**config.mk**
```make
export PLATFORM = sky130hd
export DESIGN_NAME = address_range_merge_tracker
export DESIGN_NICKNAME = d
export VERILOG_FILES = /design/src/hdl/armt_pkg.sv /design/src/hdl/armt_ctrl.sv /design/src/hdl/armt_datapath.sv /design/src/hdl/address_range_merge_tracker.sv
export SDC_FILE = /design/constraint.sdc
export NUM_CORES = 2
export LEC_CHECK = 0
export BUFFER_PORTS_ARGS = -buffer_cell sky130_fd_sc_hd__clkbuf_2
export CAP_MARGIN = 10
export CORE_MARGIN = 3
export CORE_UTILIZATION = 55
export CTS_CLUSTER_SIZE = 28
export DETAILED_ROUTE_END_ITERATION = 10
export PLACE_DENSITY = 0.79
export SLEW_MARGIN = 20
export SYNTH_ARGS = -nofsm -noshare
export SYNTH_HDL_FRONTEND = slang
export SYNTH_SLANG_ARGS = --single-unit
```
**constraint.sdc**
```tcl
create_clock -name clk -period 10.9 [get_ports clk]
set_input_delay 2.18 -clock clk [delete_from_list [all_inputs] [get_ports clk]]
set_output_delay 2.18 -clock clk [all_outputs]
set_load 0.02 [all_outputs]
```
**src/hdl/armt_pkg.sv**
```systemverilog
`timescale 1ns / 1ps
`default_nettype none

package armt_pkg;

  // Address widths of a stored range.
  localparam int unsigned ADDR_W = 32;
  localparam int unsigned END_W  = ADDR_W + 1;

  // Widths of the stream words.
  localparam int unsigned IN_DATA_W  = 56;
  localparam int unsigned OUT_DATA_W = 80;

  // Operation codes carried in the input tuser bit.
  localparam logic OP_INSERT = 1'b0;
  localparam logic OP_READ   = 1'b1;

  // Controller states.
  typedef enum logic [2:0] {
    ST_IDLE,
    ST_SCAN,
    ST_MERGE_WB,
    ST_SHIFT,
    ST_INS_HEAD,
    ST_RD_ISSUE,
    ST_FINISH
  } armt_state_t;

  // Commands from the controller to the datapath.
  typedef struct packed {
    logic load;
    logic scan;
    logic set_ovf;
    logic merge_wb;
    logic shift;
    logic ins_head;
    logic rd_issue;
    logic finish;
  } armt_cmd_t;

  // Status from the datapath to the controller.
  typedef struct packed {
    logic in_op;
    logic inside_hit;
    logic scan_end;
    logic found;
    logic full;
    logic shift_end;
    logic out_free;
  } armt_status_t;

endpackage

`default_nettype wire

```
**src/hdl/armt_ctrl.sv**
```systemverilog
`timescale 1ns / 1ps
`default_nettype none

module armt_ctrl
  import armt_pkg::*;
(
  input  wire logic         clk,
  input  wire logic         rst,
  input  wire logic         s_tvalid,
  output logic              s_tready,
  input  wire armt_status_t st,
  output armt_cmd_t         cmd
);

  armt_state_t state;
  armt_state_t state_next;

  // State register.
  always_ff @(posedge clk) begin
    if (rst) begin
      state <= ST_IDLE;
    end else begin
      state <= state_next;
    end
  end

  // Next state and commands.
  always_comb begin
    state_next = state;
    cmd        = '0;
    s_tready   = 1'b0;
    case (state)
      ST_IDLE: begin
        s_tready = 1'b1;
        if (s_tvalid) begin
          cmd.load   = 1'b1;
          state_next = (st.in_op == OP_READ) ? ST_RD_ISSUE : ST_SCAN;
        end
      end
      ST_SCAN: begin
        cmd.scan = 1'b1;
        if (st.inside_hit) begin
          state_next = ST_FINISH;
        end else if (st.scan_end) begin
          if (st.found) begin
            state_next = ST_MERGE_WB;
          end else if (st.full) begin
            cmd.set_ovf = 1'b1;
            state_next  = ST_FINISH;
          end else begin
            state_next = ST_SHIFT;
          end
        end
      end
      ST_MERGE_WB: begin
        cmd.merge_wb = 1'b1;
        state_next   = ST_FINISH;
      end
      ST_SHIFT: begin
        cmd.shift = 1'b1;
        if (st.shift_end) begin
          state_next = ST_INS_HEAD;
        end
      end
      ST_INS_HEAD: begin
        cmd.ins_head = 1'b1;
        state_next   = ST_FINISH;
      end
      ST_RD_ISSUE: begin
        cmd.rd_issue = 1'b1;
        state_next   = ST_FINISH;
      end
      ST_FINISH: begin
        if (st.out_free) begin
          cmd.finish = 1'b1;
          state_next = ST_IDLE;
        end
      end
      default: begin
        state_next = ST_IDLE;
      end
    endcase
  end

endmodule

`default_nettype wire

```
**src/hdl/armt_datapath.sv**
```systemverilog
`timescale 1ns / 1ps
`default_nettype none

module armt_datapath
  import armt_pkg::*;
#(
  parameter int unsigned MAX_RANGES = 16
) (
  input  wire logic                  clk,
  input  wire logic                  rst,
  input  wire logic [IN_DATA_W-1:0]  s_tdata,
  input  wire logic                  s_tuser,
  input  wire logic                  m_tready,
  output logic                       m_tvalid,
  output logic [OUT_DATA_W-1:0]      m_tdata,
  input  wire armt_cmd_t             cmd,
  output armt_status_t               st
);

  localparam int unsigned IW   = $clog2(MAX_RANGES);
  localparam int unsigned CW   = $clog2(MAX_RANGES + 1);
  localparam int unsigned CMPW = (CW > 4) ? CW : 4;

  // Range table storage.
  logic [ADDR_W-1:0] mem_s [MAX_RANGES];
  logic [END_W-1:0]  mem_t [MAX_RANGES];
  logic [ADDR_W-1:0] mem_s_q;
  logic [END_W-1:0]  mem_t_q;

  // Current item.
  logic              op;
  logic [ADDR_W-1:0] acc_addr;
  logic [END_W-1:0]  acc_end;
  logic [3:0]        idx;

  // Walk control.
  logic [CW-1:0] count;
  logic [CW-1:0] rd_ptr;
  logic [CW-1:0] w;
  logic [IW-1:0] f;
  logic [IW-1:0] shift_wa;
  logic          pend;
  logic          found;
  logic [ADDR_W-1:0] grow_s;
  logic [END_W-1:0]  grow_t;
  logic          covered;
  logic          ovf;
  logic          rd_valid;

  // Output register.
  logic [4:0]        o_total;
  logic              o_covered;
  logic              o_ovf;
  logic              o_valid;
  logic [ADDR_W-1:0] o_start;
  logic [END_W-1:0]  o_end;

  // Memory port signals.
  logic              we;
  logic [IW-1:0]     wa;
  logic [ADDR_W-1:0] wd_s;
  logic [END_W-1:0]  wd_t;
  logic              re;
  logic [IW-1:0]     ra;

  // Match tests against the original access.
  logic [END_W-1:0] a_x;
  logic [END_W-1:0] s_x;
  logic             contains;
  logic             low;
  logic             high;
  logic             match;
  logic             proc;
  logic             rd_hit;
  logic             out_free;

  assign a_x      = END_W'(acc_addr);
  assign s_x      = END_W'(mem_s_q);
  assign contains = (s_x <= a_x) && (mem_t_q >= acc_end);
  assign low      = (a_x <= s_x) && (acc_end >= s_x);
  assign high     = (a_x <= mem_t_q) && (acc_end > mem_t_q);
  assign match    = contains || low || high;
  assign proc     = cmd.scan && pend;
  assign rd_hit   = CMPW'(idx) < CMPW'(count);
  assign out_free = !m_tvalid || m_tready;

  // Status to the controller. The containment flag is only looked at while scanning.
  always_comb begin
    st.in_op      = s_tuser;
    st.inside_hit = pend && contains && !found;
    st.scan_end   = !pend && (rd_ptr == count);
    st.found      = found;
    st.full       = (count == CW'(MAX_RANGES));
    st.shift_end  = !pend && (rd_ptr == '0);
    st.out_free   = out_free;
  end

  // Memory address and write data selection.
  always_comb begin
    we   = 1'b0;
    wa   = '0;
    wd_s = mem_s_q;
    wd_t = mem_t_q;
    re   = 1'b0;
    ra   = '0;
    if (proc && !match) begin
      we = 1'b1;
      wa = IW'(w);
    end
    if (cmd.merge_wb) begin
      we   = 1'b1;
      wa   = f;
      wd_s = grow_s;
      wd_t = grow_t;
    end
    if (cmd.shift && pend) begin
      we = 1'b1;
      wa = shift_wa;
    end
    if (cmd.ins_head) begin
      we   = 1'b1;
      wa   = '0;
      wd_s = acc_addr;
      wd_t = acc_end;
    end
    if (cmd.scan) begin
      re = (rd_ptr != count);
      ra = IW'(rd_ptr);
    end
    if (cmd.shift) begin
      re = (rd_ptr != '0);
      ra = IW'(rd_ptr - 1'b1);
    end
    if (cmd.rd_issue) begin
      re = rd_hit;
      ra = IW'(idx);
    end
  end

  // Table memory with a registered read port.
  always_ff @(posedge clk) begin
    if (we) begin
      mem_s[wa] <= wd_s;
      mem_t[wa] <= wd_t;
    end
    if (re) begin
      mem_s_q <= mem_s[ra];
      mem_t_q <= mem_t[ra];
    end
  end

  // Control registers of the walk.
  always_ff @(posedge clk) begin
    if (rst) begin
      count <= '0;
      pend  <= 1'b0;
    end else begin
      pend <= re;
      if (cmd.merge_wb) begin
        count <= w;
      end else if (cmd.ins_head) begin
        count <= count + 1'b1;
      end
    end
  end

  // Per item working registers.
  always_ff @(posedge clk) begin
    if (cmd.load) begin
      op       <= s_tuser;
      acc_addr <= s_tdata[31:0];
      acc_end  <= END_W'(s_tdata[31:0]) + END_W'(s_tdata[47:32]);
      idx      <= s_tdata[51:48];
      rd_ptr   <= '0;
      w        <= '0;
      found    <= 1'b0;
      covered  <= 1'b0;
      ovf      <= 1'b0;
      rd_valid <= 1'b0;
    end else begin
      if (cmd.scan && re) begin
        rd_ptr <= rd_ptr + 1'b1;
      end else if (cmd.shift && re) begin
        rd_ptr   <= rd_ptr - 1'b1;
        shift_wa <= IW'(rd_ptr);
      end
      // Entries that stay move down to the write pointer.
      if (proc && (!match || !found)) begin
        w <= w + 1'b1;
      end
      // First matching entry grows to cover the access.
      if (proc && match && !found && !contains) begin
        found <= 1'b1;
        f     <= IW'(w);
        if (low) begin
          grow_s <= acc_addr;
          grow_t <= (acc_end > mem_t_q) ? acc_end : mem_t_q;
        end else begin
          grow_s <= mem_s_q;
          grow_t <= acc_end;
        end
      end
      // Later matching entries fold into the first one.
      if (proc && match && found) begin
        if (mem_s_q < grow_s) begin
          grow_s <= mem_s_q;
        end
        if (mem_t_q > grow_t) begin
          grow_t <= mem_t_q;
        end
      end
      if (proc && contains && !found) begin
        covered <= 1'b1;
      end
      if (cmd.set_ovf) begin
        ovf <= 1'b1;
      end
      if (cmd.rd_issue) begin
        rd_valid <= rd_hit;
      end
    end
  end

  // Result word register.
  always_ff @(posedge clk) begin
    if (rst) begin
      m_tvalid <= 1'b0;
    end else if (cmd.finish) begin
      m_tvalid <= 1'b1;
    end else if (m_tready) begin
      m_tvalid <= 1'b0;
    end
  end

  always_ff @(posedge clk) begin
    if (cmd.finish) begin
      o_total   <= 5'(count);
      o_covered <= covered;
      o_ovf     <= ovf;
      o_valid   <= rd_valid && (op == OP_READ);
      o_start   <= rd_valid ? mem_s_q : '0;
      o_end     <= rd_valid ? mem_t_q : '0;
    end
  end

  assign m_tdata = {7'b0, o_end, o_start, o_valid, o_ovf, o_covered, o_total};

  // The table never holds more than its depth.
  a_count_bound: assert property (@(posedge clk) disable iff (rst)
    count <= CW'(MAX_RANGES))
    else $error("range count exceeds table depth");

  // Compaction never writes ahead of the read pointer.
  a_wptr_behind: assert property (@(posedge clk) disable iff (rst)
    cmd.scan |-> (w <= rd_ptr))
    else $error("write pointer passed read pointer");

  // A merge write-back sets the count to the compacted length.
  a_merge_count: assert property (@(posedge clk) disable iff (rst)
    cmd.merge_wb |=> (count == $past(w)))
    else $error("count not updated after merge");

  // An insert result never claims both coverage and overflow, nor read data.
  a_flags_excl: assert property (@(posedge clk) disable iff (rst)
    m_tvalid |-> !(o_covered && o_ovf) && !(o_valid && (o_covered || o_ovf)))
    else $error("conflicting result flags");

endmodule

`default_nettype wire

```
**src/hdl/address_range_merge_tracker.sv**
```systemverilog
`timescale 1ns / 1ps
`default_nettype none
// An insert that adds a head entry scans the stored ranges, shifts them up by one, writes the
// head entry and loads the result. A merging insert scans, writes back the grown entry and loads
// the result; a covered or overflowing insert loads the result after the scan, and a read issues
// one table read and loads the result. Loading waits until the result register is free. One word
// is in work at a time; the next word is accepted only after the result is loaded.
// Reset (rst, synchronous) empties the table and drops any pending result; entries stay as is.

module address_range_merge_tracker
  import armt_pkg::*;
#(
  parameter int unsigned MAX_RANGES = 16
) (
  input  wire logic                  clk,
  input  wire logic                  rst,
  // Input word.
  input  wire logic                  s_tvalid,
  output logic                       s_tready,
  // access_addr[31:0], access_len[47:32], entry_index[51:48], zero fill to 56 bits.
  input  wire logic [IN_DATA_W-1:0]  s_tdata,
  // opcode[0].
  input  wire logic                  s_tuser,
  // Result word.
  output logic                       m_tvalid,
  input  wire logic                  m_tready,
  // range_total[4:0], already_covered[5], table_overflow[6], entry_valid[7],
  // entry_start[39:8], entry_end[72:40], zero fill to 80 bits.
  output logic [OUT_DATA_W-1:0]      m_tdata
);

  armt_cmd_t    cmd;
  armt_status_t st;

  // Sequencer for the table walk.
  armt_ctrl u_ctrl (
    .clk      (clk),
    .rst      (rst),
    .s_tvalid (s_tvalid),
    .s_tready (s_tready),
    .st       (st),
    .cmd      (cmd)
  );

  // Range table, compare logic and result register.
  armt_datapath #(
    .MAX_RANGES (MAX_RANGES)
  ) u_datapath (
    .clk      (clk),
    .rst      (rst),
    .s_tdata  (s_tdata),
    .s_tuser  (s_tuser),
    .m_tready (m_tready),
    .m_tvalid (m_tvalid),
    .m_tdata  (m_tdata),
    .cmd      (cmd),
    .st       (st)
  );

endmodule

`default_nettype wire
```
==> qor.csv <==
metric,value,unit
final-report hold violation count,0,
CTS resizes,0,
final setup vio count,0,
WP data arrival,6.53,ns
most common cell in the netlist,edfxtp_1,
main area contributors after synthesis,"edfxtp_1 (68%), mux4_2 (10%), ha_1 (4.7%)",
Clock Skew,0.0371,ns
maximum vdd ir drop,0.000449,V
Yosys top cell by area,edfxtp_1,
largest net degree at the start of global routing,145,
CTS buffer count,134,
CP peak stage delay,0.97,ns
fin crit share,56.8,%
Worst R2R Path Depth,12,
average size of a mapped cell,16.5,um^2
Net Switching,0.00611,W
switching portion of total power,33.4,%
"Reg clk slew, reported paths",0.06,ns
DRC,0,
Worst path slowest cell,nor2_4,
Starting DRT DRC Count,4954,
vias,34000,
dpl hpwl,84.6,mm
Setup Crit Path Kind,register to register,
share of layout cells above drive strength 1,18.3,%
"Seq/Total Area, Yosys",69.1,%
synth cell count leaders,"edfxtp_1 (1321), nand2_1 (331), mux4_2 (260), ha_1 (218), inv_1 (189)",
fmax,0.161,GHz
CTS tree,built,
vias in the first global route,33800,
Syn. warnings,0,
"Remaining Overflow, GRT",0,
drt total wl,148,mm
# IOs,143,
crit start category,register,
nets,3948,
Pleak,23.1,nW
Clock power frac,24.7,%
CP Cell Sequence,"inv_1, ha_1, nand4_1, nor4_1, o41a_1, o21bai_1, a222oi_1, buf_4, a31oi_1, o21bai_1, nor2_4, buf_4",
Post-CTS Setup Bufs,0,
relative slew slack,22.3,%
H-tree levels,4,
CTS Hold Bufs,0,
asr flop ratio synth,0,%
Comb power frac,29.6,%
clk sink count,1345,
Yosys top cell area share,68.2,%
Sequential Power Share,45.7,%
Final GP Congestion,0.920,
Hold Crit Class,register to register,
actual slew at the worst max-slew pin,1.17,ns
WL/cell,28.8,um
Row Count,118,
min Tclk post-route,6.19,ns
worst path required time,11.23,ns
distinct cell type count after synthesis,73,
Synth Instances,3518,
initial antenna violation count,9,
Pwr per Cell Area,282,nW/um^2
maxcap violations,0,
Total GRT Usage,27.4,%
drt first pass iters,7,
Max Slew Vio Count,0,
clk root buf,clkbuf_16,
clock latency on the worst-skew pair,0.74,ns
P_int,0.0122,W
height of the die,331,um
IO Port Bufs,131,
RSZ-0062 raised after global routing,false,
die area,110000,um^2
"EDFF count, synth",1321,
Crit. End Element,register,
post-layout util,62.2,%
status,"complete, no violations",
Clock Tree Buf Depth,3,
Yosys reg bits,1345,
first-pass GRT wire length,219,mm
Initial Util,55.8,%
hold path depth,0,
CP Max Fanout,45,
post-route antenna net violation count,0,
setup_tns,0,ns
"Cell Area, Synth",58100,um^2
die width,331,um
Core Area,104000,um^2
Via density,6.61,
Synth Flop Type,edfxtp_1,
Layout area overhead,11.6,%
cell families after synthesis:
| logic type | after synthesis | synth area share (%) |
|---|---|---|
| flip-flops | 1345 | 69.1 |
| XOR/XNOR | 40 | 0.603 |
| adder cells (fa/ha/maj) | 219 | 4.73 |
| multiplexers | 266 | 10.2 |
| buffers and inverters | 368 | 2.49 |
| AO/OA/AOI/OAI | 595 | 7.27 |
| AND/OR/NAND/NOR | 684 | 5.67 |
| other | 1 | 0.00645 |
cell usage in the layout, fill, tap and decap left out, types with 26 or more instances in the layout:
master     count
clkbuf_16    140
a22oi_1      103
ha_1         218
a21oi_1       89
nand3_1       26
nor2_1        50
a21o_1        42
o21ai_0       43
a22o_1        64
clkbuf_2     131
a211oi_1      76
o2bb2ai_1     33
a31oi_1       73
nand2_1      326
mux4_2       260
xnor2_1       27
inv_1        188
and2_1       133
buf_4         45
edfxtp_1    1321
nand4_1       39
path summary, 6_finish.rpt:
kind	start	to	slack, ns
min	u_datapath.ovf	u_datapath.o_ovf	0.46
max reg2reg	u_datapath.mem_s_q[16]	u_datapath.mem_s[11][2]	4.71
min reg2reg	u_datapath.ovf	u_datapath.o_ovf	0.46
max	u_datapath.mem_s_q[16]	u_datapath.mem_s[11][2]	4.71
layer usage:
layer	global-route usage, %	share of wire, %	vias to the layer above
met2	42.7	47	2352
met5	0	0.015	-
met4	10.5	3.8	4
met3	6.33	12	377
li1	-	-	14200
met1	38.1	37	17100
through the flow:
stage	power, W	setup slack (ns)	instances	area (um^2)	hold WS [ns]
finish	0.0183	4.71	5150	64900	0.459
detailed placement	0.0137	4.88	4907	60500	0.446
global placement	0.0135	4.80	4904	60400	0.420
floorplan	0.0119	2.70	3524	58200	0.406
global route	0.0191	4.60	5148	64900	0.459
CTS	0.0183	4.88	5143	64800	0.457
cell type report:
type | instances | area [um^2]
Antenna cell | 2 | 5.00
Sequential cell | 1345 | 40100
Fill cell | 7146 | 39300
Tap cell | 1380 | 1730
Inverter | 189 | 711
Timing Repair Buffer | 187 | 1210
Multi-Input combinational cell | 1811 | 16800
Clock buffer | 167 | 3620
Clock inverter | 69 | 668
critical path: cells and delay by family, from the launching register on:
family / cells / cell delay [ns]
simple gates: 3 / 1.84
compound gates: 5 / 1.53
fa+ha+maj: 1 / 0.35
flops: 1 / 0.60
buf+inv: 3 / 1.36
flip-flops by register name, indices dropped and copies added (netlist names), 3 cells and up:
name	count
u_datapath.o_start	32
u_datapath.mem_t_q	33
u_datapath.rd_ptr	5
u_ctrl.state	3
u_datapath.mem_t	528
u_datapath.idx	4
u_datapath.acc_addr	32
u_datapath.grow_s	32
u_datapath.grow_t	33
u_datapath.count	5
u_datapath.f	4
u_datapath.o_end	33
u_datapath.shift_wa	4
u_datapath.mem_s	512
u_datapath.o_total	5
u_datapath.acc_end	33
u_datapath.w	5
u_datapath.mem_s_q	32
power groups by stage:
stage / Sequential [W] / Combinational [W] / Clock (W)
after global routing: 0.00841 / 0.00592 / 0.00477
after CTS: 0.00834 / 0.00534 / 0.00457
after floorplan: 0.00818 / 0.00371 / 0
final: 0.00837 / 0.00541 / 0.00453
after detailed placement: 0.00843 / 0.00528 / 0
after global placement: 0.00839 / 0.00507 / 0
Note: power is estimated with default switching activity, not from simulation.
